`config.mk`:
```
export PLATFORM = sky130hd
export DESIGN_NAME = stws_ram
export DESIGN_NICKNAME = d
export VERILOG_FILES = /design/src/hdl/stws_ram.sv
export SDC_FILE = /design/constraint.sdc
export NUM_CORES = 1
export LEC_CHECK = 0
export BUFFER_PORTS_ARGS = -buffer_cell sky130_fd_sc_hd__buf_2
export CORE_MARGIN = 5
export CORE_UTILIZATION = 30
export CTS_CLUSTER_SIZE = 10
export DETAILED_ROUTE_END_ITERATION = 16
export PLACE_DENSITY = 0.51
export REMOVE_ABC_BUFFERS = 1
export SYNTH_ARGS = -nofsm -noshare
export SYNTH_HDL_FRONTEND = slang
export SYNTH_SLANG_ARGS = --single-unit
export TNS_END_PERCENT = 10
```
`constraint.sdc`:
```
create_clock -name clock -period 4.9 [get_ports clock]
set_clock_uncertainty 0.15 [all_clocks]
set_input_delay 0.49 -clock clock [delete_from_list [all_inputs] [get_ports clock]]
set_output_delay 0.49 -clock clock [all_outputs]
set_load 0.03 [all_outputs]
```
`src/hdl/stws_ram.sv`:
```
`default_nettype none
// ----------------------------------------------------------------------------
// Generic RAM
// One write port, one read port, read data registered.
// ----------------------------------------------------------------------------
module stws_ram #(
   parameter int WIDTH = 8,
   parameter int DEPTH = 16
) (
   input  wire logic                     clock,
   input  wire logic                     wr_en,
   input  wire logic [$clog2(DEPTH)-1:0] wr_addr,
   input  wire logic [WIDTH-1:0]         wr_data,
   input  wire logic [$clog2(DEPTH)-1:0] rd_addr,
   output logic      [WIDTH-1:0]         rd_data
);

   logic [WIDTH-1:0] mem [DEPTH];
   logic [WIDTH-1:0] rd_data_ff;

   always_ff @(posedge clock) begin
      if (wr_en) begin
         mem[wr_addr] <= wr_data;
      end
      rd_data_ff <= mem[rd_addr];
   end

   assign rd_data = rd_data_ff;

endmodule
`default_nettype wire

```
==> reports/summary.txt, run 1 <==
final core utilization = 0.3669
worst path required time = 5040 ps
initial antenna violation count = 0
setup bufs post-CTS = 0
Max Fclk = 0.4526 GHz
area grow syn2layout = 19.03%
Post-layout nets = 284
GRT Util Overall = 0.1087
worst-path maximum fanout = 17
Ports = 26
# diodes = 0
crit-path cells = buf_2 -> buf_4 -> mux4_1 -> a22oi_1 -> nand2_1
synthesized instance count = 229
first-pass GRT wire length = 15.39 mm
gpl congestion = 0.6767
WL met1 = 4.893 mm
Routed WL per cell = 20.57 um
worst path bufs/invs = 2
crit-path max cell delay = 620 ps
dpl hpwl = 6.457 mm
post-CTS sizing = 0
Final Hold Vio Count = 0
routed vias/inst = 4.641
Critical Setup Path Class = primary input to flip-flop
Routed Antenna Nets = 0
DIE AREA = 19880 um^2
Max-Slew Margin vs Limit = 0.3800
number of setup violations in the final report = 0
layout cells sized above 1 = 0.2760
power density cells = 453.5 nW/um^2
core area = 16700 um^2
DR top layer = met4
worst-margin pin slew = 926.6 ps
CTS Buffer Depth = 2
DR iter-0 viols = 167
met3 wire len = 413 um
total CTS buffers = 17
sequential area share after synthesis = 0.7778
most frequent cells in the layout = edfxtp_1 (128), buf_2 (25), mux4_2 (18), clkbuf_16 (17), a22oi_1 (16)
RSZ-0062 raised after global routing = no
CTS tree = done
post-synth cell types = 19
clock tree root driver cell = clkbuf_16
cts hold-fix bufs = 0
crit path time final = 2209 ps
status = finished clean
leading cell type in the layout, fill and taps excluded = edfxtp_1
Total Power = 2.778 mW
worst hold margin = 316.6 ps
total of max-cap violations = 0
htree depth = 4
vias in the first global route = 2454
wirelength, routed = 10.26 mm
HP Class = primary input to flip-flop
Syn. warnings = 0
DR pass1 iterations = 4
port buffer count = 25
Final period util = 0.4509
filler instances = 1552
Setup crit end kind = flip-flop
routed wl met2 = 4.905 mm
number of synthesized register bits = 136
DRC viols = 0
Cell Rows = 47
Pleak = 2.015 nW
Setup TNS Final = 0 ps
die height = 141.0 um
CP delay by family, top = buffers and inverters
CTS Sinks = 136
largest net degree at the start of global routing = 33
clk_lat worst skew = 410 ps
Slew Viols, Final = 0
Critical Path Source Type = primary input
peak supply drop = 0.2559 mV
Synth Area per Inst = 22.48 um^2
critical path arrival = 2350 ps
routed vias = 2316
Slowest cell on crit path = mux4_1
Cell Area, Synth = 5147 um^2
clock-pin slew on the worst setup and hold paths = 60 ps
die width = 141.0 um
grt ovf = 0
Starting Density = 0.3082
-- sequential cells by signal, indices dropped and copies added, names as in the netlist --
register / count
mem: 128
rd_data: 8
-- layer usage --
layer  vias to the layer above  track usage
met5                         -            0
met4                         0      0.02601
met3                         4      0.04165
met2                        53       0.1653
met1                      1209       0.1484
li1                       1050            -
-- per-stage QoR --
stage,area (um^2),worst slack [ps],instances
after floorplan,5061,2767,219
after global placement,5489,2122,467
after detailed placement,5489,2030,467
after CTS,6122,2486,499
after global routing,6127,2569,499
final,6127,2691,499
-- kinds of logic (layout without fill, tap and decap cells) --
group / after synthesis / in the layout / synth area share
AOI/OAI and AO/OA: 16 / 16 / 0.02334
buffers and inverters: 10 / 60 / 0.01677
DFF: 136 / 136 / 0.7778
muxes: 32 / 32 / 0.1502
and+or+nand+nor: 35 / 35 / 0.03184
-- synth_stat cells --
| cell type | n | area (um^2) |
|---|---|---|
| nor2_1 | 13 | 48.80 |
| buf_4 | 1 | 7.510 |
| nor2b_1 | 1 | 6.260 |
| buf_2 | 3 | 15.01 |
| a22oi_1 | 16 | 120.1 |
| or3b_2 | 1 | 8.760 |
| nand3_1 | 1 | 5.000 |
| dfxtp_1 | 8 | 160.2 |
| nand3b_1 | 2 | 15.01 |
| mux4_1 | 14 | 367.9 |
| buf_6 | 3 | 33.78 |
| edfxtp_1 | 128 | 3844 |
| nand2_1 | 9 | 33.78 |
| nand2b_1 | 2 | 12.51 |
| and2b_1 | 1 | 7.510 |
| and2_1 | 1 | 6.260 |
| mux4_2 | 18 | 405.4 |
| clkdlybuf4s25_2 | 3 | 30.03 |
| nor3_1 | 4 | 20.02 |
-- area by class of cell --
cell class | instances | area, um^2 | area share
Multi-Input combinational cell | 83 | 1067 | 0.1742
Sequential cell | 136 | 4004 | 0.6535
Clock buffer | 17 | 425.4 | 0.06943
Clock inverter | 15 | 207.7 | 0.03390
Timing Repair Buffer | 28 | 147.6 | 0.02410
Tap cell | 220 | 275.3 | 0.04493
-- power breakdown --
group / switching, mW / leakage, nW / internal, mW
Combinational: 0.0828 / 0.488 / 0.0472
Clock: 0.446 / 0.303 / 0.894
Sequential: 0.00763 / 1.22 / 1.30
Total: 0.536 / 2.01 / 2.24
-- final timing paths --
kind	end	cells past startpoint	slack, ps	from
worst max-delay path	rd_data[5]	5	2690	rd_addr[0]
worst min-delay path	mem[4][1]	1	320	wr_data[1]
worst max register to register	rd_data[6]	3	3300	mem[7][6]
worst min register to register	rd_data[0]	3	520	mem[15][0]
Power figures use the tool's default switching activity.
==> run 2, diff against run 1 <==
==> constraint.sdc (replaced) <==
create_clock -name clock -period 2.3 [get_ports clock]
set_clock_uncertainty 0.15 [all_clocks]
set_input_delay 0.23 -clock clock [delete_from_list [all_inputs] [get_ports clock]]
set_output_delay 0.23 -clock clock [all_outputs]
set_load 0.03 [all_outputs]
==> reports/summary.txt, run 2 (synthesis gave the netlist of run 1 again) <==
leading cell type in the layout, fill and taps excluded = edfxtp_1
clock-pin slew on the worst setup and hold paths = 50 ps
HP Class = primary input to flip-flop
crit-path max cell delay = 540 ps
grt ovf = 0
Place WS = 186.3 ps
setup ws final = 664.6 ps
crit path time final = 1635 ps
CTS Buffer Depth = 2
Worst R2R Path Depth = 3
initial antenna violation count = 0
area grow syn2layout = 23.31%
Pleak = 2.164 nW
Setup TNS Final = 0 ps
CTS tree = done
Starting Density = 0.3082
max reg flops = 128
Hold Startpoint = wr_data[3]
total CTS buffers = 17
crit-path cells = buf_2 -> buf_12 -> mux4_1 -> a22oi_1 -> nand2_1
filler instances = 1542
largest net degree at the start of global routing = 33
Hold EP = mem[4][3]
worst path bufs/invs = 2
setup bufs post-CTS = 0
gpl congestion = 0.6946
critical path arrival = 1780 ps
# diodes = 0
worst-path maximum fanout = 13
core area = 16700 um^2
total of max-cap violations = 0
DR pass1 iterations = 4
peak supply drop = 0.5510 mV
status = finished clean
Worst R2R End = rd_data[1]
Routed Antenna Nets = 0
vias in the first global route = 2582
Hold Path Depth = 1
Reg2Reg Setup Slack = 800 ps
worst path required time = 2440 ps
Slowest cell on crit path = mux4_1
layout cells sized above 1 = 0.3256
Slew Viols, Final = 0
CTS Sinks = 136
routed vias = 2453
Final Hold Vio Count = 0
Critical Path Source Type = primary input
Max Fclk = 0.6115 GHz
first-pass GRT wire length = 15.77 mm
r2r startpoint = mem[2][1]
die width = 141.0 um
DRC viols = 0
most frequent cells in the layout = edfxtp_1 (128), buf_2 (25), buf_4 (21), mux4_2 (18), clkbuf_16 (17)
Setup crit end kind = flip-flop
routed vias/inst = 4.708
DIE AREA = 19880 um^2
cts hold-fix bufs = 0
Cell Rows = 47
die height = 141.0 um
Ports = 26
clk_lat worst skew = 410 ps
largest register by flop count = mem
GRT Util Overall = 0.1117
Final period util = 0.7110
RSZ-0062 raised after global routing = no
port buffer count = 25
number of setup violations in the final report = 0
Critical Setup Path Class = primary input to flip-flop
worst-margin pin slew = 526.3 ps
dpl hpwl = 6.791 mm
Max-Slew Margin vs Limit = 0.6491
CP delay by family, top = buffers and inverters
power density cells = 947.3 nW/um^2
wirelength, routed = 10.42 mm
clock tree root driver cell = clkbuf_16
htree depth = 4
DR iter-0 viols = 126
Routed WL per cell = 19.99 um
Post-layout nets = 306
post-CTS sizing = 0
==> run 2: cell count changes in the layout (fill, tap and decap cells not counted), moves of 3 or more <==
cell / previous run / this run
buf_4: 3 / 21
buf_12: 0 / 4
clkinv_1: 4 / 0
clkbuf_1: 0 / 3
clkbuf_8: 0 / 3
==> run 2: worst max-delay path by stage <==
| stage | slack (ps) | cells past startpoint | from | to |
|---|---|---|---|---|
| final | 660 | 5 | rd_addr[0] | rd_data[1] |
| after global routing | 570 | 5 | rd_addr[0] | rd_data[0] |
| after CTS | 610 | 5 | rd_addr[0] | rd_data[0] |
| after detailed placement | 190 | 5 | rd_addr[0] | rd_data[0] |
| after global placement | 180 | 5 | rd_addr[0] | rd_data[0] |
| after floorplan | 430 | 2 | wr_addr[2] | mem[0][0] |
==> run 2: final cells by class <==
| type | instances | area [um^2] | share of cell area |
|---|---|---|---|
| clock buffers | 23 | 478.0 | 0.07530 |
| clock inverters | 9 | 170.2 | 0.02681 |
| multi-input cells | 83 | 1057 | 0.1666 |
| flip-flops and latches | 136 | 4004 | 0.6308 |
| well taps | 220 | 275.3 | 0.04337 |
| repair buffers | 50 | 362.8 | 0.05717 |
==> run 2: per-layer routing <==
layer  routed length [um]  up-vias  GRT usage
met2                 4791       59     0.1626
met3                  646       14    0.04064
met1                 4843     1287     0.1552
li1                     -     1093          -
met4                  136        0    0.03876
met5                    0        -          0
==> run 2: power breakdown <==
part,internal (mW),switching (mW),total [mW],leakage (nW)
Combinational,0.123,0.176,0.298,0.619
Sequential,2.77,0.0175,2.79,1.22
Clock,2.00,0.922,2.92,0.321
Total,4.90,1.12,6.01,2.16
==> run 2: per-stage QoR <==
stage,instances,hold slack [ps],power [mW],area (um^2),utilization
finish,521,51.15,6.013,6347,0.3801
detailed placement,489,471.8,3.147,5699,0.3413
global route,521,33.57,6.230,6347,0.3801
global placement,489,467.0,3.140,5699,0.3413
CTS,521,30.16,6.086,6347,0.3801
floorplan,219,178.9,2.978,5061,-
==> run 2: worst reg2reg max path, delay by kind of cell (launching register included) <==
family,cells,cell delay [ps]
muxes,1,490
DFF,1,360
AOI/OAI and AO/OA,1,300
and+or+nand+nor,1,80
