==> config.mk <==
export PLATFORM = sky130hd
export DESIGN_NAME = stws_scale
export DESIGN_NICKNAME = d
export VERILOG_FILES = /design/src/hdl/stws_pkg.sv /design/src/hdl/stws_scale.sv
export SDC_FILE = /design/constraint.sdc
export NUM_CORES = 1
export LEC_CHECK = 0
export ABC_AREA = 1
export BUFFER_PORTS_ARGS = -buffer_cell sky130_fd_sc_hd__clkbuf_2
export CORE_ASPECT_RATIO = 0.8
export CORE_UTILIZATION = 31
export DETAILED_ROUTE_END_ITERATION = 8
export SLEW_MARGIN = 15
export SYNTH_ARGS = -nofsm -noshare
export SYNTH_HDL_FRONTEND = slang
export SYNTH_SLANG_ARGS = --single-unit
==> constraint.sdc <==
create_clock -name clock -period 7.75 [get_ports clock]
set_input_delay 0 -clock clock [delete_from_list [all_inputs] [get_ports clock]]
set_output_delay 0 -clock clock [all_outputs]
set_load 0.05 [all_outputs]
==> src/hdl/stws_pkg.sv <==
`default_nettype none
// ----------------------------------------------------------------------------
// Weighted sampler package
// Shared widths, default parameters, operation codes and controller states.
// ----------------------------------------------------------------------------
package stws_pkg;

   localparam int LEAVES_DEF      = 1024;
   localparam int WEIGHT_BITS_DEF = 16;
   localparam int RAND_BITS_DEF   = 16;

   localparam int INDEX_W  = 10;
   localparam int WEIGHT_W = 16;
   localparam int FRAC_W   = 16;
   localparam int CHUNK_W  = 16;

   localparam logic OP_SET  = 1'b0;
   localparam logic OP_DRAW = 1'b1;

   typedef enum logic [3:0] {
      ST_CLEAR,
      ST_IDLE,
      ST_ROOT_CHK,
      ST_SCALE,
      ST_DESC_RD,
      ST_DESC_CMP,
      ST_FIX_RD,
      ST_FIX_WR,
      ST_DONE
   } stws_state_type;

endpackage
`default_nettype wire

==> src/hdl/stws_scale.sv <==
`default_nettype none
// ----------------------------------------------------------------------------
// Target scaler
// floor(total * frac / 2^RAND_BITS), one 16-bit slice of the total a cycle.
// ----------------------------------------------------------------------------
module stws_scale
   import stws_pkg::*;
#(
   parameter int NODE_W    = 26,
   parameter int RAND_BITS = RAND_BITS_DEF
) (
   input  wire logic                 clock,
   input  wire logic                 reset,
   input  wire logic                 start,
   input  wire logic [NODE_W-1:0]    total,
   input  wire logic [RAND_BITS-1:0] frac,
   output logic                      busy,
   output logic      [NODE_W-1:0]    target
);

   localparam int CHUNKS = (NODE_W + CHUNK_W - 1) / CHUNK_W;
   localparam int TW     = CHUNKS * CHUNK_W;
   localparam int PW     = TW + RAND_BITS;
   localparam int MW     = CHUNK_W + RAND_BITS;
   localparam int CW     = $clog2(CHUNKS + 1);

   logic [TW-1:0] tot_ff;
   logic [PW-1:0] acc_ff;
   logic [PW-1:0] acc_in;
   logic [CW-1:0] cnt_ff;
   logic [MW-1:0] prod;

   assign prod   = MW'(tot_ff[TW-1 -: CHUNK_W]) * MW'(frac);
   assign acc_in = (acc_ff << CHUNK_W) + PW'(prod);
   assign busy   = (cnt_ff != '0);
   assign target = acc_ff[RAND_BITS +: NODE_W];

   always_ff @(posedge clock) begin
      if (reset) begin
         cnt_ff <= '0;
      end else if (start) begin
         cnt_ff <= CW'(CHUNKS);
      end else if (busy) begin
         cnt_ff <= cnt_ff - CW'(1);
      end
   end

   always_ff @(posedge clock) begin
      if (start) begin
         tot_ff <= TW'(total);
         acc_ff <= '0;
      end else if (busy) begin
         tot_ff <= tot_ff << CHUNK_W;
         acc_ff <= acc_in;
      end
   end

endmodule
`default_nettype wire

==> summary.txt, run 1 <==
Outcome
  • Status: completed

Global routing
  • Global-route wire length before repair: 63100 µm
  • GR Overflow Total: 0
  • Largest net degree at the start of global routing: 64
  • Initial antenna violation count: 0
  • Vias in the first global route: 11900
  • Overall Global Routing Usage: 17.7%

STA
  • Final hold vios: 0
  • Minimum clock period: 6250 ps
  • Period utilisation layout: 80.6%
  • Worst Clk Skew: 10.3 ps
  • Slew Limit Fails: 0
  • Max Clock Freq: 160 MHz
  • Least-Margin Pin Slew: 1090 ps
  • Slew margin rel.: 27.2%
  • Sum Neg Setup Slack: 0 ps
  • Final Setup Violations: 0
  • Unrepaired setup endpoints after global routing: false
  • Final hold slack: 188 ps

Route
  • Detailed Routing Iterations Pass 1: 5
  • Final WL: 37800 µm
  • Highest routed layer: met4
  • Drt initial violations: 777
  • DRT met1 WL: 18600 µm
  • DRC: 0
  • Vias per inst: 4.41
  • Met2 WL: 16900 µm
  • DR WL met3: 1900 µm
  • Routed Antenna Nets: 0
  • WL/cell: 14.7 µm
  • Vias: 11300

Setup path
  • WP data required: 8050 ps
  • Critical Path AT: 6550 ps
  • CP startpoint kind: flop
  • Critical path peak fanout: 16
  • Kind of critical path: flop to flop
  • R2R depth: 20
  • CP Capture Type: flop
  • Register-to-register setup slack: 1500 ps
  • Critical Path Source: tot_ff[22]
  • Reg-to-Reg End: acc_ff[16]
  • End of the critical path: acc_ff[16]
  • R2r startpoint: tot_ff[22]

CTS
  • CTS Buf Count: 9
  • Clock sinks: 76
  • Post_cts resized: 0
  • CTS tree: built
  • Worst-skew pair later-pin latency: 360 ps
  • Setup bufs post-CTS: 0
  • Root buffer cell: clkbuf_16
  • H-tree Lvls: 3
  • Post-CTS Hold Buffers: 27
  • Clk pin slew, worst setup/hold paths: 70 ps
  • CTS max path bufs: 2

Synthesis
  • Synth Net Count: 2337
  • Synthesized flop and latch total: 76
  • Ys Warns: 0
  • Synth Cell Area: 0.0138 mm²
  • Synth cell types: 29
  • Register area share after synthesis: 12.9%
  • Syn Inst Count: 1962
  • Mean Syn Cell Area: 7.05 µm²

Cells and area
  • Share of layout cells above drive strength 1: 6.23%
  • Syn-to-layout area delta: 8.78%
  • Fillers: 4699
  • Commonest non-fill, non-tap cells in the layout: 588 x inv_1, 540 x nand2_1, 210 x fa_1, 128 x nor2_1, 120 x ha_1
  • Final Core Density: 34.6%
  • Nets: 2344
  • Fin area: 0.0151 mm²
  • Antenna diode count: 0
  • Most common cell after layout, fill and taps aside: inv_1

Floorplanning
  • Initial Utilization: 31.8%
  • Die Height: 191 µm
  • Die width: 238 µm
  • Die Area: 0.0455 mm²
  • I/O Pins: 72
  • Total core area: 0.0436 mm²
  • Rows: 68

Placement
  • Placer's final routability congestion estimate: 0.910
  • Placed cell areas: 0.0145 mm²
  • Final HPWL DP: 31200 µm
  • Number of port buffers: 71

Job
  • Max-cap check violation count: 0

Min path
  • Hold crit path type: primary input to flop
cells by family (layout without fill, tap and decap cells):
kind of cell | after synthesis | count (layout) | synth area share (%)
flops | 76 | 76 | 12.9
buf+inv | 698 | 710 | 19.7
compound gates | 78 | 78 | 2.88
simple gates | 761 | 761 | 22.1
fa+ha+maj | 330 | 330 | 41.2
xor+xnor | 19 | 19 | 1.20
worst max-delay path: stages, from the launching register on:
cell and delay [ps]:
edfxtp_1 910, nand2_1 190, fa_1 550, inv_1 60, fa_1 510, inv_1 60, fa_1 530, inv_1 50
fa_1 460, fa_1 490, inv_1 60, fa_1 500, inv_1 60, ha_1 370, nand2_1 170, inv_1 70
a21oi_1 300, nand3_1 220, xor2_1 410, o21ai_0 130, inv_1 80
Yosys cell counts:
| master | n | area [µm²] |
|---|---|---|
| xor2_1 | 18 | 158 |
| nand3b_1 | 2 | 15.0 |
| a21oi_1 | 39 | 195 |
| nand2_1 | 540 | 2030 |
| or2_1 | 1 | 6.26 |
| fa_1 | 210 | 4200 |
| o211ai_1 | 1 | 7.51 |
| clkbuf_1 | 78 | 293 |
| ha_1 | 120 | 1500 |
| inv_1 | 588 | 2210 |
| buf_1 | 1 | 3.75 |
| edfxtp_1 | 26 | 781 |
| nor2_1 | 128 | 480 |
| o21bai_1 | 1 | 7.51 |
| a21oi_2 | 1 | 8.76 |
| nand2_2 | 13 | 81.3 |
| nor2_4 | 2 | 22.5 |
| buf_2 | 2 | 10.0 |
| nor4_1 | 3 | 18.8 |
| o21ai_0 | 36 | 180 |
| nor2_2 | 4 | 25.0 |
| and2_4 | 1 | 8.76 |
| nand3_1 | 54 | 270 |
| dfxtp_1 | 50 | 1000 |
| buf_4 | 28 | 210 |
| nor3_1 | 6 | 30.0 |
| xnor2_1 | 1 | 8.76 |
| inv_2 | 1 | 3.75 |
| nand3_2 | 7 | 70.1 |
flip-flops by register name (all words and copies together), names as in the netlist:
register  cells
acc_ff       42
cnt_ff        2
tot_ff       32
layout make-up:
class / count / area, µm² / area share (%)
multi-input combinational: 1188 / 9330 / 62.0
inverter: 589 / 2210 / 14.7
sequential: 76 / 1780 / 11.8
tap: 595 / 744 / 4.95
timing repair buffer: 105 / 678 / 4.51
clock buffer: 10 / 250 / 1.66
clock inverter: 6 / 58.8 / 0.391
layer usage:
metal | global-route usage (%) | vias to the layer above
li1 | - | 5528
met1 | 25.8 | 5475
met2 | 28.7 | 304
met3 | 2.06 | 34
met4 | 2.61 | 0
met5 | 0 | -
stage by stage:
stage / setup WS, ps / std cells
detailed placement: 1520 / 2526
floorplan: 2360 / 1962
finish: 1500 / 2569
CTS: 1480 / 2569
global route: 1120 / 2569
global placement: 1580 / 2526
how the worst min path moves through the flow:
stage               slack [ps]        end  depth (start not counted)    start
floorplan                   70  cnt_ff[1]                          1    reset
global placement           180  cnt_ff[1]                          2    reset
detailed placement         180  cnt_ff[1]                          2    reset
CTS                        170  acc_ff[0]                          3  frac[0]
global route               220  acc_ff[0]                          3  frac[0]
finish                     190  acc_ff[0]                          3  frac[0]
Power of run 1 is left out: the tool's default activity adds up to more than one toggle a clock period on the data nets, which glitch-free logic cannot reach.
==> run 2: changes to the inputs <==
Settings changed: ABC_AREA 1 to 0.
Clock period 7.75 ns to 5.4 ns, I/O delays scaled along.
==> summary.txt, run 2 <==
Floorplanning
  • Die Height: 185 µm (-3.4%)
  • I/O Pins: 72 (unchanged)
  • Rows: 66 (-2.9%)
  • Die width: 230 µm (-3.4%)
  • Total core area: 0.0409 mm² (-6.2%)
  • Die Area: 0.0425 mm² (-6.6%)
  • Initial Utilization: 31.6% (-0.17 points)

Cells and area
  • Most flop-heavy register: acc_ff
  • Max reg flops: 42 (unchanged)
  • Syn-to-layout area delta: 25.9%
  • Area occupied by multi-input gates: 0.0102 mm² (+9.3%)
  • Antenna diode count: 0 (unchanged)
  • Reg area: 0.00179 mm² (+0.49%)
  • Share of layout cells above drive strength 1: 24.5% (+18 points)
  • Nets: 2050 (-13%)
  • Most common cell after layout, fill and taps aside: inv_1
  • Fin area: 0.0163 mm² (+8.0%)
  • Regs by FF count: acc_ff (42), tot_ff (32), cnt_ff (2)
  • Fillers: 4031 (-14%)
  • Commonest non-fill, non-tap cells in the layout: 296 x inv_1, 200 x nand2_1, 195 x fa_1, 149 x buf_4, 139 x and2_1
  • Final Core Density: 39.8% (+5.2 points)

CTS
  • Root buffer cell: clkbuf_16
  • Clock sinks: 76 (unchanged)
  • Clk pin slew, worst setup/hold paths: 70 ps (about the same)
  • CTS Buf Count: 9 (unchanged)
  • CTS tree: built
  • H-tree Lvls: 3 (unchanged)
  • Worst-skew pair later-pin latency: 350 ps (about the same)
  • CTS max path bufs: 2 (unchanged)

STA
  • Setup ws final: -520 ps (-2020 ps)
  • Final hold vios: 0 (unchanged)
  • Worst Clk Skew: 11.0 ps (+0.713 ps)
  • Sum Neg Setup Slack: -9230 ps (-9230 ps)
  • Slew Limit Fails: 0 (unchanged)
  • Unrepaired setup endpoints after global routing: true
  • Final Setup Violations: 28 (+28)
  • Period utilisation layout: 110% (+29 points)
  • Minimum clock period: 5920 ps (-329 ps)
  • Max Clock Freq: 169 MHz (+5.6%)
  • Slew margin rel.: 30.6% (+3.5 points)
  • Least-Margin Pin Slew: 1040 ps (-53.0 ps)

Route
  • WL/cell: 15.9 µm (+8.4%)
  • Vias per inst: 4.71 (+6.6%)
  • DRC: 0 (unchanged)
  • Detailed Routing Iterations Pass 1: 4 (-1)
  • Routed Antenna Nets: 0 (unchanged)
  • Final WL: 35500 µm (-6.1%)
  • Vias: 10500 (-7.7%)
  • Drt initial violations: 460 (-41%)

Global routing
  • GR Overflow Total: 0 (unchanged)
  • Vias in the first global route: 11100 (-7.3%)
  • Initial antenna violation count: 0 (unchanged)
  • Largest net degree at the start of global routing: 53 (-17%)
  • Overall Global Routing Usage: 17.2% (-0.53 points)
  • Global-route wire length before repair: 57600 µm (-8.7%)

Placement
  • Placer's final routability congestion estimate: 0.877 (-3.5%)
  • Pre-CTS setup slack: -637 ps (-2160 ps)
  • Placed cell areas: 0.0149 mm² (+2.8%)
  • Final HPWL DP: 28700 µm (-7.8%)
  • Number of port buffers: 71 (unchanged)

Setup path
  • CP startpoint kind: flop
  • Kind of critical path: flop to flop
  • WP data required: 5640 ps (-2410 ps)
  • Register-to-register setup slack: -520 ps (-2020 ps)
  • Critical Path AT: 6160 ps (-390 ps)
  • Critical path peak fanout: 6 (-10)
  • CP Capture Type: flop

Synthesis
  • Synthesized flop and latch total: 76 (unchanged)
  • Syn Inst Count: 1482 (-24%)
  • Synth Flop Type: dfxtp_1
  • Area leader, netlist: fa_1
  • Synth cell types: 66 (+130%)
  • Ys Warns: 0 (unchanged)
  • Synth top area cells: fa_1 33%, ha_1 12%, inv_1 8.9%
  • EDFF count, synth: 26 (unchanged)
  • Top cells by instance count after synthesis: 307 x inv_1, 210 x fa_1, 207 x nand2_1
  • Mean Syn Cell Area: 8.71 µm² (+24%)
  • Synth Net Count: 1857 (-21%)
  • Post-synth ARST share: 0% (unchanged)
  • Synth top area share: 32.6% (+2.2 points)
  • Register area share after synthesis: 13.8% (+0.92 points)
  • Synth Cell Area: 0.0129 mm² (-6.7%)
  • Most common cell in the netlist: inv_1

Outcome
  • Violated checks: setup timing
  • Status: finished, violations left

Min path
  • Hold crit path type: primary input to flop

Job
  • Max-cap check violation count: 0 (unchanged)
run 2: changes by cell type after synthesis, sizes merged, moves of 23 or more:
cell / delta
nand3: -48
a21oi: +23
nand2: -346
and2: +149
inv: -282
nor2: -95
run 2: kinds of logic after synthesis:
logic type               share of synthesized area, %
AO/OA/AOI/OAI                                    9.22
XOR/XNOR                                         1.49
adder cells (fa/ha/maj)                          44.2
buffers and inverters                            12.5
flip-flops                                       13.8
multiplexers                                    0.950
AND/OR/NAND/NOR                                  17.9
run 2: timing repair:
action	4_1_cts	5_1_grt
gates resized for setup	104	53
cloned	1	0
hold buffers	27	0
endpoints found under the hold margin	29	0
endpoints found under the setup margin	29	31
pin swaps	34	42
buffers inserted	17	10
run 2: area by class of cell:
cell class	instances	area share [%]
well taps	544	4.19
clock inverters	7	0.400
multi-input cells	1005	62.7
inverters	308	7.11
repair buffers	275	13.2
clock buffers	9	1.39
flip-flops and latches	76	11.0
run 2: worst max-delay path: stages, from the launching register on:
cell       delay [ps]
edfxtp_1          420
buf_6             170
and2_4            160
fa_1              550
inv_2              40
fa_1              520
inv_1              50
fa_2              530
fa_2              460
fa_1              490
inv_1              50
fa_1              490
inv_2              50
ha_4              280
and2_4            170
nand4_4           130
o221ai_4          220
o21bai_4          130
a2111oi_4         430
nor4_2             90
or3b_1            380
run 2: worst paths after layout:
| check | start | end | cells past startpoint |
|---|---|---|---|
| setup / recovery | tot_ff[21] | acc_ff[41] | 20 |
| hold / removal | total[23] | tot_ff[23] | 2 |
| hold reg to reg | acc_ff[36] | acc_ff[36] | 2 |
| setup reg to reg | tot_ff[21] | acc_ff[41] | 20 |
run 2: layer usage:
metal  share of wire [%]  GRT usage (%)  vias to the layer above
met5                   0              0                        -
met4                 1.2           3.23                        0
met3                 4.4           2.83                       30
met2                  46           27.4                      229
met1                  49           24.5                     5275
li1                    -              -                     4934
run 2: stage by stage:
stage / std cells / hold slack, ps
after floorplan: 1482 / 72.4
after global placement: 2156 / 174
after detailed placement: 2156 / 184
after CTS: 2216 / 11.6
after global routing: 2224 / 22.2
final: 2224 / 18.5
Power of run 2 is left out for the same reason.
==> run 3: changes to the inputs <==
Settings changed: CELL_PAD_IN_SITES_DETAIL_PLACEMENT from default to 1, CELL_PAD_IN_SITES_GLOBAL_PLACEMENT from default to 1, PLACE_DENSITY_LB_ADDON from default to 0.1, SLEW_MARGIN 15 to default.
==> summary.txt, run 3 (synthesis results as in run 2) <==
Outcome
  • Status: finished, violations left
  • Violated checks: setup timing

CTS
  • CTS Buf Count: 9 (unchanged)
  • Root buffer cell: clkbuf_16
  • Clk pin slew, worst setup/hold paths: 70 ps (about the same)
  • Worst-skew pair later-pin latency: 360 ps (about the same)
  • CTS tree: built
  • CTS max path bufs: 2 (unchanged)
  • H-tree Lvls: 3 (unchanged)
  • Clock sinks: 76 (unchanged)

Floorplanning
  • Die Height: 185 µm (unchanged)
  • Die width: 230 µm (unchanged)
  • Rows: 66 (unchanged)
  • Die Area: 0.0425 mm² (unchanged)
  • I/O Pins: 72 (unchanged)
  • Total core area: 0.0409 mm² (unchanged)
  • Initial Utilization: 31.6% (unchanged)

Cells and area
  • Nets: 2095 (+2.2%)
  • Regs by FF count: acc_ff (42), tot_ff (32), cnt_ff (2)
  • Max reg flops: 42 (unchanged)
  • Commonest non-fill, non-tap cells in the layout: 287 x inv_1, 193 x fa_1, 190 x nand2_1, 175 x buf_4, 132 x and2_1
  • Most flop-heavy register: acc_ff
  • Fin area: 0.0169 mm² (+3.8%)
  • Share of layout cells above drive strength 1: 28.9% (+4.5 points)
  • Syn-to-layout area delta: 30.7%
  • Most common cell after layout, fill and taps aside: inv_1

Route
  • Final WL: 41400 µm (+17%)
  • Vias per inst: 4.74 (+0.80%)
  • DRC: 0 (unchanged)
  • Routed Antenna Nets: 0 (unchanged)
  • WL/cell: 18.2 µm (+14%)
  • Vias: 10800 (+2.9%)
  • Drt initial violations: 394 (-14%)
  • Detailed Routing Iterations Pass 1: 4 (unchanged)

STA
  • Minimum clock period: 6010 ps (+85.8 ps)
  • Slew Limit Fails: 0 (unchanged)
  • Least-Margin Pin Slew: 1200 ps (+157 ps)
  • Max Clock Freq: 167 MHz (-1.4%)
  • Final hold vios: 0 (unchanged)
  • Period utilisation layout: 111% (+1.6 points)
  • Setup ws final: -606 ps (-85.8 ps)
  • Final Setup Violations: 29 (+3.6%)
  • Worst Clk Skew: 9.11 ps (-1.90 ps)
  • Slew margin rel.: 20.1% (-11 points)
  • Sum Neg Setup Slack: -11260 ps (-2030 ps)
  • Unrepaired setup endpoints after global routing: true

Setup path
  • Kind of critical path: flop to flop
  • WP data required: 5650 ps (about the same)
  • Slowest Stage Delay on Critical Path: 530 ps (-20 ps)
  • Register-to-register setup slack: -610 ps (-90 ps)
  • Crit path cell chain: buf_6, buf_6, and2_4, fa_1, inv_1, fa_2, fa_1, inv_2, fa_2, fa_1, inv_1, fa_1, inv_2, ha_4, and2_4, nand4_4, nor3_4, o21bai_4, a2111oi_4, nor4_1, or3b_1
  • Slowest-stage cell, CP: fa_1
  • CP most frequent cell: fa_1
  • Critical Path AT: 6260 ps (+100 ps)
  • CP startpoint kind: flop
  • Critical path peak fanout: 6 (unchanged)
  • CP Capture Type: flop

Min path
  • Hold crit path type: primary input to flop

Global routing
  • Global-route wire length before repair: 65600 µm (+14%)
  • Largest net degree at the start of global routing: 63 (+19%)
  • Initial antenna violation count: 1 (+1)
  • Vias in the first global route: 11900 (+7.7%)
  • GR Overflow Total: 0 (unchanged)
  • Overall Global Routing Usage: 20.2% (+3.0 points)

Placement
  • Number of port buffers: 71 (unchanged)
  • Placer's final routability congestion estimate: 0.858 (-2.2%)
  • Placed cell areas: 0.0151 mm² (+1.5%)
  • Final HPWL DP: 34200 µm (+19%)

Job
  • Max-cap check violation count: 0 (unchanged)
run 3: changes by cell type in the layout (fill, tap and decap cells not counted), sizes merged:
| cell | delta |
|---|---|
| inv | +1 |
| buf | +47 |
| dlygate4sd3 | -2 |
| diode | +1 |
| clkinv | -1 |
run 3: path summary, 6_finish.rpt:
| check | startpoint | to | cells after the start |
|---|---|---|---|
| min | total[16] | tot_ff[16] | 2 |
| max reg2reg | tot_ff[25] | acc_ff[41] | 21 |
| max | tot_ff[25] | acc_ff[41] | 21 |
| min reg2reg | acc_ff[27] | acc_ff[27] | 2 |
run 3: cell type report:
| class | count | area [µm²] |
|---|---|---|
| clock buffers | 9 | 225 |
| well taps | 544 | 681 |
| multi-input cells | 1005 | 10400 |
| diodes | 1 | 2.50 |
| clock inverters | 7 | 65.1 |
| inverters | 308 | 1160 |
| fillers | 4706 | 24000 |
| flip-flops and latches | 76 | 1790 |
| repair buffers | 320 | 2600 |
run 3: routing by layer:
layer	GRT usage [%]	wire length, µm	vias up
li1	-	-	5037
met1	28.1	19500	5524
met2	33.6	19600	176
met3	2.69	1760	33
met4	3.79	571	0
met5	0	0	-
run 3: critical path: cells and delay by family, from the launching register on:
kind | cells | cell delay, ps
AND/OR/NAND/NOR | 6 | 1220
adder cells (fa/ha/maj) | 7 | 3110
flip-flops | 1 | 510
buffers and inverters | 6 | 530
AO/OA/AOI/OAI | 2 | 490
run 3: stage by stage:
| stage | util, % | setup slack, ps | hold slack, ps | instances |
|---|---|---|---|---|
| 4_1_cts | 40.5 | -670 | 15.7 | 2259 |
| 3_5_place_dp | 37.0 | -797 | 184 | 2180 |
| 5_1_grt | 41.3 | -785 | 1.56 | 2269 |
| 2_1_floorplan | - | -244 | 72.4 | 1482 |
| 3_3_place_gp | 37.0 | -713 | 174 | 2180 |
| 6_report | 41.3 | -606 | 22.9 | 2270 |
run 3: what timing repair did:
item / in CTS / in global routing
hold endpoints to repair: 26 / 0
pin swaps: 99 / 76
setup buffers: 41 / 14
resized for setup: 157 / 74
setup endpoints to repair: 31 / 33
hold buffers: 25 / 0
Power of run 3 is left out for the same reason.
