[src/hdl/stws_pkg.sv]
`default_nettype none
// ----------------------------------------------------------------------------
// Weighted sampler package
// Shared widths, default parameters, operation codes and controller states.
// ----------------------------------------------------------------------------
package stws_pkg;

   localparam int LEAVES_DEF      = 1024;
   localparam int WEIGHT_BITS_DEF = 16;
   localparam int RAND_BITS_DEF   = 16;

   localparam int INDEX_W  = 10;
   localparam int WEIGHT_W = 16;
   localparam int FRAC_W   = 16;
   localparam int CHUNK_W  = 16;

   localparam logic OP_SET  = 1'b0;
   localparam logic OP_DRAW = 1'b1;

   typedef enum logic [3:0] {
      ST_CLEAR,
      ST_IDLE,
      ST_ROOT_CHK,
      ST_SCALE,
      ST_DESC_RD,
      ST_DESC_CMP,
      ST_FIX_RD,
      ST_FIX_WR,
      ST_DONE
   } stws_state_type;

endpackage
`default_nettype wire

[src/hdl/stws_ctrl.sv]
`default_nettype none
// ----------------------------------------------------------------------------
// Sum tree controller
// Clears the tree, walks it for draws, rewrites leaf paths, holds the result.
// ----------------------------------------------------------------------------
module stws_ctrl
   import stws_pkg::*;
#(
   parameter int LEAVES    = LEAVES_DEF,
   parameter int NODE_W    = 26,
   parameter int RAND_BITS = RAND_BITS_DEF
) (
   input  wire logic                             clock,
   input  wire logic                             reset,
   input  wire logic                             req_tvalid,
   output logic                                  req_tready,
   input  wire logic                             op,
   input  wire logic                             leaf_ok,
   input  wire logic [$clog2(2*LEAVES-1)-1:0]    leaf_node,
   input  wire logic [NODE_W-1:0]                weight_sat,
   input  wire logic [RAND_BITS-1:0]             frac,
   output logic                                  scale_start,
   output logic      [NODE_W-1:0]                scale_total,
   output logic      [RAND_BITS-1:0]             scale_frac,
   input  wire logic                             scale_busy,
   input  wire logic [NODE_W-1:0]                scale_target,
   output logic                                  wr_en,
   output logic      [$clog2(2*LEAVES-1)-1:0]    wr_addr,
   output logic      [NODE_W-1:0]                wr_data,
   output logic      [$clog2(2*LEAVES-1)-1:0]    rd_addr,
   input  wire logic [NODE_W-1:0]                rd_data,
   output logic                                  rsp_tvalid,
   input  wire logic                             rsp_tready,
   output logic      [INDEX_W-1:0]               rsp_index,
   output logic                                  rsp_empty
);

   localparam int NODE_COUNT = 2 * LEAVES - 1;
   localparam int INNER      = LEAVES - 1;
   localparam int AW         = $clog2(NODE_COUNT);

   stws_state_type     state_ff, state_in;
   logic [AW-1:0]      node_ff, node_in;
   logic [NODE_W-1:0]  cur_ff, cur_in;
   logic [NODE_W-1:0]  x_ff, x_in;
   logic [RAND_BITS-1:0] frac_ff, frac_in;
   logic [INDEX_W-1:0] pend_idx_ff, pend_idx_in;
   logic               pend_empty_ff, pend_empty_in;
   logic               rsp_valid_ff, rsp_valid_in;
   logic [INDEX_W-1:0] rsp_index_ff;
   logic               rsp_empty_ff;
   logic               rsp_load;

   logic [AW-1:0]      left;
   logic [AW-1:0]      node_dec;
   logic [AW-1:0]      parent;
   logic [AW-1:0]      sibling;
   logic [NODE_W-1:0]  path_sum;

   assign left     = AW'({node_ff, 1'b1});
   assign node_dec = node_ff - AW'(1);
   assign parent   = {1'b0, node_dec[AW-1:1]};
   assign sibling  = node_ff[0] ? (node_ff + AW'(1)) : node_dec;
   assign path_sum = cur_ff + rd_data;

   assign scale_total = rd_data;
   assign scale_frac  = frac_ff;
   assign rsp_tvalid  = rsp_valid_ff;
   assign rsp_index   = rsp_index_ff;
   assign rsp_empty   = rsp_empty_ff;

   always_ff @(posedge clock) begin
      if (reset) begin
         state_ff     <= ST_CLEAR;
         node_ff      <= '0;
         rsp_valid_ff <= 1'b0;
      end else begin
         state_ff     <= state_in;
         node_ff      <= node_in;
         rsp_valid_ff <= rsp_valid_in;
      end
   end

   always_ff @(posedge clock) begin
      cur_ff        <= cur_in;
      x_ff          <= x_in;
      frac_ff       <= frac_in;
      pend_idx_ff   <= pend_idx_in;
      pend_empty_ff <= pend_empty_in;
      if (rsp_load) begin
         rsp_index_ff <= pend_idx_ff;
         rsp_empty_ff <= pend_empty_ff;
      end
   end

   always_comb begin
      state_in      = state_ff;
      node_in       = node_ff;
      cur_in        = cur_ff;
      x_in          = x_ff;
      frac_in       = frac_ff;
      pend_idx_in   = pend_idx_ff;
      pend_empty_in = pend_empty_ff;
      req_tready    = 1'b0;
      wr_en         = 1'b0;
      wr_addr       = node_ff;
      wr_data       = '0;
      rd_addr       = '0;
      scale_start   = 1'b0;
      rsp_load      = 1'b0;

      case (state_ff)
         ST_CLEAR: begin
            wr_en = 1'b1;
            if (node_ff == AW'(NODE_COUNT - 1)) begin
               node_in  = '0;
               state_in = ST_IDLE;
            end else begin
               node_in = node_ff + AW'(1);
            end
         end
         ST_IDLE: begin
            req_tready = 1'b1;
            if (req_tvalid) begin
               frac_in       = frac;
               pend_idx_in   = '0;
               pend_empty_in = 1'b0;
               if (op == OP_DRAW) begin
                  state_in = ST_ROOT_CHK;
               end else if (leaf_ok) begin
                  wr_en    = 1'b1;
                  wr_addr  = leaf_node;
                  wr_data  = weight_sat;
                  node_in  = leaf_node;
                  cur_in   = weight_sat;
                  state_in = ST_FIX_RD;
               end else begin
                  state_in = ST_DONE;
               end
            end
         end
         ST_ROOT_CHK: begin
            if (rd_data == '0) begin
               pend_empty_in = 1'b1;
               state_in      = ST_DONE;
            end else begin
               scale_start = 1'b1;
               state_in    = ST_SCALE;
            end
         end
         ST_SCALE: begin
            if (!scale_busy) begin
               x_in     = scale_target;
               node_in  = '0;
               state_in = ST_DESC_RD;
            end
         end
         ST_DESC_RD: begin
            if (node_ff >= AW'(INNER)) begin
               wr_en       = 1'b1;
               cur_in      = '0;
               pend_idx_in = INDEX_W'(node_ff - AW'(INNER));
               state_in    = ST_FIX_RD;
            end else begin
               rd_addr  = left;
               state_in = ST_DESC_CMP;
            end
         end
         ST_DESC_CMP: begin
            if (x_ff >= rd_data) begin
               x_in    = x_ff - rd_data;
               node_in = left + AW'(1);
            end else begin
               node_in = left;
            end
            state_in = ST_DESC_RD;
         end
         ST_FIX_RD: begin
            if (node_ff == '0) begin
               state_in = ST_DONE;
            end else begin
               rd_addr  = sibling;
               state_in = ST_FIX_WR;
            end
         end
         ST_FIX_WR: begin
            wr_en    = 1'b1;
            wr_addr  = parent;
            wr_data  = path_sum;
            cur_in   = path_sum;
            node_in  = parent;
            state_in = ST_FIX_RD;
         end
         ST_DONE: begin
            if (!rsp_valid_ff || rsp_tready) begin
               rsp_load = 1'b1;
               state_in = ST_IDLE;
            end
         end
         default: begin
            state_in = ST_IDLE;
         end
      endcase

      rsp_valid_in = rsp_load | (rsp_valid_ff & ~rsp_tready);
   end

endmodule
`default_nettype wire

[config.mk]
export PLATFORM = sky130hd
export DESIGN_NAME = stws_ctrl
export DESIGN_NICKNAME = d
export VERILOG_FILES = /design/src/hdl/stws_pkg.sv /design/src/hdl/stws_ctrl.sv
export SDC_FILE = /design/constraint.sdc
export NUM_CORES = 1
export LEC_CHECK = 0
export BUFFER_PORTS_ARGS = -buffer_cell sky130_fd_sc_hd__buf_2
export CELL_PAD_IN_SITES_DETAIL_PLACEMENT = 1
export CELL_PAD_IN_SITES_GLOBAL_PLACEMENT = 1
export CORE_MARGIN = 4
export CORE_UTILIZATION = 25
export CTS_CLUSTER_DIAMETER = 40
export DETAILED_ROUTE_END_ITERATION = 8
export PLACE_DENSITY = 0.65
export REMOVE_ABC_BUFFERS = 1
export SLEW_MARGIN = 20
export SYNTH_ARGS = -nofsm -noshare
export SYNTH_HDL_FRONTEND = slang
export SYNTH_SLANG_ARGS = --single-unit
[constraint.sdc]
create_clock -name clock -period 3.8 [get_ports clock]
set_input_delay 0.38 -clock clock [delete_from_list [all_inputs] [get_ports clock]]
set_output_delay 0.38 -clock clock [all_outputs]
set_load 0.05 [all_outputs]
==> results.md, run 1 <==
* Status: completed
* Critical setup path kind: reg2out
* Post-Syn Area at 8720 um2
* Static Leak at 4.70 nW
* Die extent in y at 195 um
* Max cap viols at 0
* Avg Cell Area, Syn at 8.47 um2
* Seq. cell area at 3020 um2
* Combinational family with the most area after synthesis: compound AO/OA/AOI/OAI gates
* Vias in the first global route at 8666
* Seq/Total Area, Yosys at 0.347
* DRC at 0
* TritonCTS clock tree: built
* Worst slew pin tran at 0.882 ns
* Cell count after synthesis at 1030
* DRT Pass-1 Iters at 5
* Asr flop ratio synth at 0
* Pwr Density at 264 nW/um2
* Post-synthesis simple-gate area fraction at 0.201
* Post-route ant nets at 0
* Flops & latches, synth at 106
* Total Routing Usage GR at 0.159
* Die Outline Area at 37900 um2
* Setup Skew at 0.0170 ns
* Area Overhead vs Synth at 20.7%
* WL per Instance at 18.7 um
* Antenna violations before repair at 2
* Period minus WS final at 3.69 ns
* Total wire length at 31200 um
* Final Max Tran Viols at 0
* Initial DRC Count at 359
* Sw frac at 0.308
* Max incr delay on CP at 0.40 ns
* Die width at 195 um
* Worst-skew pair later-pin latency at 0.37 ns
* EDFF count, synth at 90
* Vias per inst at 4.97
* Row count at 68
* Port bufs at 216
* Total gr overflow at 0
* Yosys warning count at 0
* Crit path max fanout at 7
* Min Hold Slack at 0.186 ns
* Power Total at 2.78 mW
* CTS Buf Count at 9
* Slew HR at 0.412
* Final Setup Violations at 0
* Final core occ at 0.306
* Placed cell area at 10200 um2
* Root buf cell: clkbuf_16
* Synth Area in Compound Gates at 0.219
* Filler cells at 4138
* H-tree levels at 3
* P_int at 1.92 mW
* IO Count at 217
* WP data arrival at 3.31 ns
* Multi-input logic area at 5200 um2
* Slowest library cell on the worst path: ha_1
* Worst path cell trace: ha_1 -> and3_1 -> a221oi_2 -> o21ai_0 -> a31oi_1 -> a2bb2oi_1 -> o31a_1 -> mux2_2 -> a221o_1 -> buf_2
* Adder-cell share of the synthesized area at 0.0835
* Critical Path RT at 3.42 ns
* Gate power share at 0.203
* Clk sinks at 106
* Vias at 8268
* Final WS setup at 0.110 ns
* Sum Neg Setup Slack at 0 ns
* DP Cell Count at 1646
* Nets at 1372
* Design Area, Final at 10500 um2
* Clk buf depth at 2
* DP HPWL at 24200 um
* Psw at 856 uW
* Core Footprint at 34500 um2
* Share of cells above drive strength 1 at 0.232
* Worst-path clk slew at 0.08 ns
* Mux cell area share after synthesis at 0.0258
* Final Hold Viols at 0
* Synth Area in XOR/XNOR at 0.0603
* Max rail drop VDD at 0.195 mV
* Setup crit end kind: output pin
* Clock share of power at 0.342
* Non-Filler Instances at 1665
* Dpl ws at 0.110 ns
* Flop pwr share at 0.455
* Fmax at 271 MHz
* Worst min path class: in2reg
* Prevailing post-synth register cell: edfxtp_1
* Largest net degree at the start of global routing at 47
* First-pass GRT wire length at 48600 um
* Starting density of the core at 0.253
* Synth cell types at 66
* RSZ-0062 raised after global routing: false
* Routability-driven placement congestion ratio at 0.848
* R2r setup slk at 0.63 ns
* Crit share post-route at 0.971
* Critical Path Source Type: flip-flop
==> cell type report <==
type,instances,share of cell area
diodes,2,0.000475
well taps,455,0.0541
clock buffers,9,0.0214
inverters,43,0.0153
clock inverters,7,0.00511
multi-input cells,802,0.494
repair buffers,241,0.122
flip-flops and latches,106,0.287
==> worst paths after layout <==
| path | startpoint | depth (start not counted) | endpoint |
|---|---|---|---|
| worst min register to register | pend_empty_ff | 0 | rsp_empty |
| worst max-delay path | cur_ff[16] | 10 | wr_data[25] |
| worst max register to register | x_ff[0] | 12 | x_ff[16] |
| worst min-delay path | frac[8] | 1 | scale_frac[8] |
==> cells in the mapped netlist, types with 4 or more instances <==
master	count	share of area
xor2_1	25	0.025
o211ai_1	8	0.0069
mux2i_1	18	0.021
edfxtp_1	90	0.31
or4_1	5	0.0043
a21boi_0	4	0.0034
and2_1	11	0.0079
buf_4	26	0.022
clkbuf_1	48	0.021
a31oi_1	4	0.0029
nor3b_1	10	0.0086
a22o_1	20	0.020
dfxtp_1	16	0.037
nor2b_1	12	0.0086
xnor2_1	35	0.035
nor4_1	15	0.011
nand4_1	10	0.0072
o21ai_0	77	0.044
o221ai_1	4	0.0040
o22ai_1	8	0.0057
o21bai_1	8	0.0069
nand2_1	153	0.066
nand3_1	30	0.017
o31ai_1	8	0.0069
nand2b_1	12	0.0086
a211oi_1	9	0.0077
and3_1	7	0.0050
ha_1	55	0.079
o21a_1	8	0.0069
nor3_1	18	0.010
or2_2	5	0.0036
a21o_1	37	0.032
buf_1	4	0.0017
mux2_2	4	0.0052
inv_1	42	0.018
a21oi_1	69	0.040
a22oi_1	4	0.0034
nor2_1	69	0.030
==> kinds of logic after synthesis <==
group                      count (synthesis)
DFF                                      106
AOI/OAI and AO/OA                        292
xor gates and xnor gates                  60
adders and majority gates                 57
and+or+nand+nor                          371
muxes                                     22
buffers and inverters                    122
==> layout by cell type, fill, tap and decap left out, drive strengths merged, types with 15 or more instances in the layout <==
cell type / synthesis / final
a21oi: 69 / 69
a21o: 37 / 37
nor2: 69 / 69
nor4: 15 / 15
nand2: 153 / 153
dfxtp: 16 / 16
ha: 55 / 55
nor3: 18 / 18
xor2: 25 / 25
edfxtp: 90 / 90
mux2i: 18 / 18
buf: 31 / 240
nand3: 30 / 30
inv: 42 / 44
xnor2: 35 / 35
a22o: 20 / 20
o21ai: 78 / 78
==> critical path: cells and delay by family, from the launching register on <==
family          cells  cell delay (ns)
simple gates        1             0.25
fa+ha+maj           1             0.40
compound gates      6             1.35
buf+inv             1             0.22
flops               1             0.38
mux                 1             0.35
==> power groups by stage <==
stage	Combinational (mW)	Sequential, mW	Clock, mW
final	0.565	1.26	0.950
after global routing	0.625	1.26	1.03
after CTS	0.564	1.26	0.984
after detailed placement	0.558	1.29	0
after global placement	0.548	1.29	0
after floorplan	0.296	1.29	0
==> what timing repair did <==
item / in CTS / in global routing
resized for setup: 4 / 7
setup buffers: 0 / 1
endpoints found under the setup margin: 3 / 5
pin swaps: 1 / 2
hold buffers: 0 / 0
cloned: 0 / 0
==> state kept, by name (all words and copies together), names as in the netlist <==
signal and count:
pend_idx_ff 10, node_ff 11, state_ff 4, cur_ff 26, rsp_empty 1, pend_empty_ff 1
scale_frac 16, rsp_tvalid 1, x_ff 26, rsp_index 10
==> layer usage <==
metal / share of wire / up-vias / global-route usage / wire length, um
li1: - / 4058 / - / -
met1: 0.48 / 3985 / 0.219 / 15000
met2: 0.46 / 187 / 0.263 / 14400
met3: 0.035 / 38 / 0.0206 / 1080
met4: 0.021 / 0 / 0.0453 / 654
met5: 0 / - / 0 / 0
No activity file was read; power rests on OpenSTA's default activity.
==> inputs of run 2 (changes only) <==
--- a/config.mk
+++ b/config.mk
@@ -11,8 +11,10 @@
 export CORE_MARGIN = 4
 export CORE_UTILIZATION = 25
 export CTS_CLUSTER_DIAMETER = 40
+export CTS_CLUSTER_SIZE = 28
 export DETAILED_ROUTE_END_ITERATION = 8
 export PLACE_DENSITY = 0.65
+export RECOVER_POWER = 50
 export REMOVE_ABC_BUFFERS = 1
 export SLEW_MARGIN = 20
 export SYNTH_ARGS = -nofsm -noshare
==> run 2 against run 1 <==
The run now ends with capacitance limit, slew limit left. Sequential power about the same. Flip-flop and latch count unchanged. Worst hold slack about the same. Die area unchanged. Final cell count unchanged. Global-route usage unchanged. Count of clock-buffer cells in the layout unchanged. Clock skew about the same. Routed wire length about the same. Total power decreased by 0.19%. Register-to-register slack about the same. Non-clock buffer count unchanged. Critical endpoint unchanged. Highest routed layer unchanged.
==> results.md, run 2 (synthesis gave the netlist of run 1 again) <==
* Status: complete, but fails checks
* Failing checks: capacitance limit, slew limit
* Total wire length at 31200 um (about the same)
* Final Max Tran Viols at 47 (+47)
* Final Setup Violations at 0 (unchanged)
* Static Leak at 4.52 nW (-3.8%)
* Nets at 1372 (unchanged)
* Power Total at 2.77 mW (-0.19%)
* Total Routing Usage GR at 0.159 (unchanged)
* Root buf cell: clkbuf_16
* Core Footprint at 34500 um2 (unchanged)
* Row count at 68 (unchanged)
* Hold depth at 1 (unchanged)
* Crit path max fanout at 7 (unchanged)
* Vias at 8277 (+0.11%)
* Worst slew pin tran at 1.58 ns (+0.700 ns)
* Reg-to-reg startpoint: x_ff[0]
* Most frequent cells in the layout: 158 x buf_2, 153 x nand2_1, 90 x edfxtp_1, 76 x o21ai_0, 68 x a21oi_1
* DR top layer: met4
* DP HPWL at 24200 um (unchanged)
* Clk sinks at 106 (unchanged)
* Initial DRC Count at 342 (-4.7%)
* Pwr Density at 266 nW/um2 (+0.65%)
* Setup crit end kind: output pin
* Vias in the first global route at 8666 (unchanged)
* Port bufs at 216 (unchanged)
* DRT Pass-1 Iters at 4 (-1)
* Worst min path class: in2reg
* Die Outline Area at 37900 um2 (unchanged)
* Period minus WS final at 3.69 ns (-0.00428 ns)
* Die width at 195 um (unchanged)
* Max cap viols at 1 (+1)
* IO Count at 217 (unchanged)
* Cts-stage hold buffer count at 0 (unchanged)
* DP Cell Count at 1646 (unchanged)
* WP data arrival at 3.31 ns (about the same)
* M1 WL at 15100 um (+0.53%)
* Sum Neg Setup Slack at 0 ns (unchanged)
* DRC at 0 (unchanged)
* Die extent in y at 195 um (unchanged)
* Share of cells above drive strength 1 at 0.180 (-0.0513)
* Filler cells at 4158 (+0.48%)
* Area Overhead vs Synth at 19.7%
* Final Hold Viols at 0 (unchanged)
* Critical Path Source Type: flip-flop
* Seq. cell area at 3020 um2 (unchanged)
* Hold Crit Start: frac[8]
* Setup Skew at 0.0174 ns (+0.000472 ns)
* CTS Buf Count at 9 (unchanged)
* R2R cell count at 12 (unchanged)
* Antenna violations before repair at 2 (unchanged)
* Placed cell area at 10200 um2 (unchanged)
* Routability-driven placement congestion ratio at 0.848 (unchanged)
* Worst setup path start: cur_ff[16]
* First-pass GRT wire length at 48600 um (unchanged)
* H-tree levels at 3 (unchanged)
* Design Area, Final at 10400 um2 (-0.83%)
* Total gr overflow at 0 (unchanged)
* TritonCTS clock tree: built
* WL per Instance at 18.8 um (about the same)
* Multi-input logic area at 5200 um2 (about the same)
* Critical setup path kind: reg2out
* Worst-path clk slew at 0.08 ns (about the same)
* Fmax at 271 MHz (+0.12%)
* Max rail drop VDD at 0.196 mV (+0.15%)
* Largest net degree at the start of global routing at 47 (unchanged)
* Critical Path RT at 3.42 ns (about the same)
* Met2 wire length at 14500 um (+0.31%)
* Vias per inst at 4.97 (+0.11%)
* Non-Filler Instances at 1665 (unchanged)
* Clk buf depth at 2 (unchanged)
* Worst-skew pair later-pin latency at 0.37 ns (about the same)
* Met3 WL at 1020 um (-5.2%)
* Post-route ant nets at 0 (unchanged)
* Leading cell type in the layout, fill and taps excluded: buf_2
* RSZ-0062 raised after global routing: false
* Slew HR at -0.0548 (-0.467)
* Crit share post-route at 0.970 (-0.00113)
* Starting density of the core at 0.253 (unchanged)
run 2: cell types whose count changed in the layout (fill, tap and decap cells not counted), sizes merged:
cell    delta
buf       -60
clkbuf    +60
run 2: per-stage QoR:
step / worst slack [ns] / hold WS (ns) / utilization
final: 0.115 / 0.186 / 0.303
after global routing: 0.00936 / 0.164 / 0.303
after CTS: 0.00336 / 0.174 / 0.304
after detailed placement: 0.110 / 0.407 / 0.295
after global placement: 0.171 / 0.405 / 0.295
after floorplan: 0.128 / 0.400 / -
run 2: final cells by class:
class                      instances  share of cell area
clock inverter                     7             0.00515
sequential                       106               0.290
clock buffer                       9              0.0216
antenna                            2            0.000479
inverter                          43              0.0155
timing repair buffer             241               0.115
tap                              455              0.0545
multi-input combinational        802               0.498
run 2: final timing paths:
kind	to	slack, ns
max	wr_data[25]	0.11
min	scale_frac[8]	0.19
max reg2reg	x_ff[16]	0.62
min reg2reg	rsp_empty	0.43
run 2: power by group:
| group | internal (mW) | leakage [nW] | switching [mW] | total [mW] |
|---|---|---|---|---|
| logic | 0.208 | 3.45 | 0.353 | 0.561 |
| clock network | 0.453 | 0.135 | 0.496 | 0.949 |
| registers | 1.26 | 0.931 | 0.00725 | 1.26 |
run 2: worst max-delay path, stage by stage (launching register included):
cell and delay (ns):
edfxtp_1 0.38, ha_1 0.40, and3_1 0.25, a221oi_2 0.31
o21ai_0 0.14, a31oi_1 0.23, a2bb2oi_1 0.19, o31a_1 0.18
mux2_2 0.35, a221o_1 0.29, buf_2 0.22
run 2: timing repair:
item                                    CTS  global route
gates resized for setup                   4             7
endpoints found under the setup margin    3             5
buffers inserted                          0             1
pin swaps                                 1             2
run 2: routing by layer:
layer / GRT usage / vias to the layer above
met3: 0.0206 / 33
met1: 0.219 / 4011
li1: - / 4061
met2: 0.263 / 172
met4: 0.0453 / 0
met5: 0 / -
==> inputs of run 3 (changes only) <==
--- a/config.mk
+++ b/config.mk
@@ -6,14 +6,12 @@
 export NUM_CORES = 1
 export LEC_CHECK = 0
 export BUFFER_PORTS_ARGS = -buffer_cell sky130_fd_sc_hd__buf_2
-export CELL_PAD_IN_SITES_DETAIL_PLACEMENT = 1
-export CELL_PAD_IN_SITES_GLOBAL_PLACEMENT = 1
 export CORE_MARGIN = 4
 export CORE_UTILIZATION = 25
 export CTS_CLUSTER_DIAMETER = 40
 export CTS_CLUSTER_SIZE = 28
 export DETAILED_ROUTE_END_ITERATION = 8
-export PLACE_DENSITY = 0.65
+export PLACE_DENSITY = 0.52
 export RECOVER_POWER = 50
 export REMOVE_ABC_BUFFERS = 1
 export SLEW_MARGIN = 20
==> constraint.sdc (replaced) <==
create_clock -name clock -period 4.56 [get_ports clock]
set_input_delay 0.456 -clock clock [delete_from_list [all_inputs] [get_ports clock]]
set_output_delay 0.456 -clock clock [all_outputs]
set_load 0.05 [all_outputs]
==> run 3 against run 2 <==
The run still ends with capacitance limit, slew limit left. Cell area shrank 1.6%. Register-to-register slack gained 0.44 ns. Clock skew grew 0.0011 ns. Count of clock-buffer cells in the layout is the same. Global-route usage shrank 1.5 points. Clock power shrank 16%. Worst hold slack gained 0.086 ns. Worst setup slack gained 0.46 ns. Routed wire length shrank 9.0%. Combinational power shrank 22%. Total power shrank 17%. Critical path depth grew 2. Highest routed layer unchanged.
==> results.md, run 3 (synthesis gave the netlist of run 1 again) <==
* WL per Instance at 17.2 um (-8.2%)
* Failing checks: capacitance limit, slew limit
* Clk sinks at 106 (unchanged)
* Clk buf depth at 2 (unchanged)
* TritonCTS clock tree: built
* Nets at 1359 (-0.95%)
* DRC at 0 (unchanged)
* Vias in the first global route at 7880 (-9.1%)
* Final Hold Viols at 0 (unchanged)
* R2R cell count at 4 (-8)
* Vias per inst at 4.91 (-1.2%)
* Critical Path RT at 4.10 ns (+0.68 ns)
* Routability-driven placement congestion ratio at 0.865 (+2.0%)
* Die width at 195 um (unchanged)
* Root buf cell: clkbuf_16
* Share of cells above drive strength 1 at 0.170 (-0.0106)
* Port bufs at 216 (unchanged)
* Starting density of the core at 0.253 (unchanged)
* Critical Path Source Type: flip-flop
* Total wire length at 28400 um (-9.0%)
* Post_cts resized at 0 (-4)
* DRT Pass-1 Iters at 5 (+1)
* Hold endpoint: scale_frac[9]
* Max cap viols at 2 (+1)
* Filler cells at 3774 (-9.2%)
* Worst slew pin tran at 2.02 ns (+0.439 ns)
* R2r setup slk at 1.06 ns (+0.44 ns)
* Die Outline Area at 37900 um2 (unchanged)
* Final core occ at 0.298 (-0.00476)
* Antenna violations before repair at 0 (-2)
* First-pass GRT wire length at 44200 um (-9.0%)
* Sw frac at 0.305 (-0.00369)
* Status: complete, but fails checks
* Critical R2R Capture: x_ff[24]
* Psw at 701 uW (-18%)
* DP HPWL at 21700 um (-10%)
* Crit share post-route at 0.875
* Area Overhead vs Synth at 17.8%
* Leading cell type in the layout, fill and taps excluded: buf_2
* Total gr overflow at 0 (unchanged)
* CTS Buf Count at 9 (unchanged)
* Critical setup path kind: reg2out
* Worst-skew pair later-pin latency at 0.37 ns (about the same)
* Hold Crit Start: frac[9]
* Initial DRC Count at 560 (+64%)
* Clock share of power at 0.348 (+0.006)
* Worst min path class: in2reg
* IO Count at 217 (unchanged)
* # diodes at 0 (-2)
* Dpl ws at 0.738 ns (+0.628 ns)
* P_int at 1.60 mW (-17%)
* Placed cell area at 10100 um2 (-1.0%)
* Period minus WS final at 3.99 ns
* RSZ-0062 raised after global routing: false
* Final Max Tran Viols at 81 (+72%)
* Sum Neg Setup Slack at 0 ns (unchanged)
* Gate power share at 0.191 (-0.011)
* Total Routing Usage GR at 0.144 (-0.0151)
* Most frequent cells in the layout: 160 x buf_2, 153 x nand2_1, 90 x edfxtp_1, 77 x o21ai_0, 68 x a21oi_1
* Max rail drop VDD at 0.168 mV (-14%)
* Vias at 8104 (-2.1%)
* Crit path max fanout at 4 (-3)
* Static Leak at 4.46 nW (-1.3%)
* Worst-path clk slew at 0.09 ns (about the same)
* Cts-stage hold buffer count at 0 (unchanged)
* Setup crit end kind: output pin
* Pwr Density at 224 nW/um2 (-16%)
* Post-route ant nets at 0 (unchanged)
* Final WS setup at 0.570 ns (+0.455 ns)
* Slew HR at -0.347 (-0.292)
* Post-CTS setup buffers at 0 (unchanged)
* WP data arrival at 3.53 ns (+0.22 ns)
* Reg-to-reg startpoint: state_ff[3]
* Fmax at 251 MHz
* Design Area, Final at 10300 um2 (-1.6%)
* Setup Skew at 0.0185 ns (+0.00109 ns)
* Largest net degree at the start of global routing at 53 (+13%)
* Final Setup Violations at 0 (unchanged)
* H-tree levels at 3 (unchanged)
* Die extent in y at 195 um (unchanged)
* Flop pwr share at 0.460 (+0.004)
* Core Footprint at 34500 um2 (unchanged)
* Row count at 68 (unchanged)
* Hold depth at 1 (unchanged)
[run 3: worst max path at each step]
stage | start | end | cells after the start
after floorplan | leaf_ok | cur_ff[0] | 5
after global placement | rd_data[0] | wr_data[24] | 13
after detailed placement | rd_data[0] | wr_data[24] | 13
after CTS | cur_ff[0] | wr_data[24] | 12
after global routing | cur_ff[0] | wr_data[24] | 12
final | cur_ff[0] | wr_data[24] | 12
[run 3: stage by stage]
stage	std cells	power, mW	hold slack [ns]
after global routing	1650	2.42	0.249
after detailed placement	1634	1.52	0.405
after CTS	1650	2.33	0.250
after global placement	1634	1.52	0.403
final	1650	2.30	0.272
after floorplan	951	1.32	0.400
[run 3: layout make-up]
class | instances | area [um2] | share of cell area
Multi-Input combinational cell | 802 | 5150 | 0.501
Clock inverter | 7 | 60.1 | 0.00584
Timing Repair Buffer | 228 | 1090 | 0.106
Sequential cell | 106 | 3020 | 0.294
Inverter | 43 | 161 | 0.0157
Tap cell | 455 | 569 | 0.0554
Clock buffer | 9 | 225 | 0.0219
[run 3: routing by layer]
metal / track usage / vias to the layer above / share of wire
li1: - / 4059 / -
met1: 0.197 / 3790 / 0.47
met2: 0.239 / 218 / 0.46
met3: 0.0217 / 37 / 0.046
met4: 0.0390 / 0 / 0.020
met5: 0 / - / 0
[run 3: worst max-delay path, cell delays in order (launching register included)]
cell      delay [ns]
edfxtp_1        0.37
ha_1            0.22
inv_1           0.08
fa_1            0.20
nor2b_1         0.08
o31a_1          0.28
o311ai_1        0.47
o21ai_1         0.21
o32ai_2         0.40
o21ai_0         0.18
xor2_1          0.24
a22o_1          0.18
buf_2           0.26
[run 3: power by group through the flow]
stage	sequential [mW]	clock, mW	combinational [mW]
floorplan	1.08	0	0.246
detailed placement	1.08	0	0.441
CTS	1.06	0.834	0.444
finish	1.06	0.800	0.440
global route	1.06	0.869	0.488
global placement	1.08	0	0.441
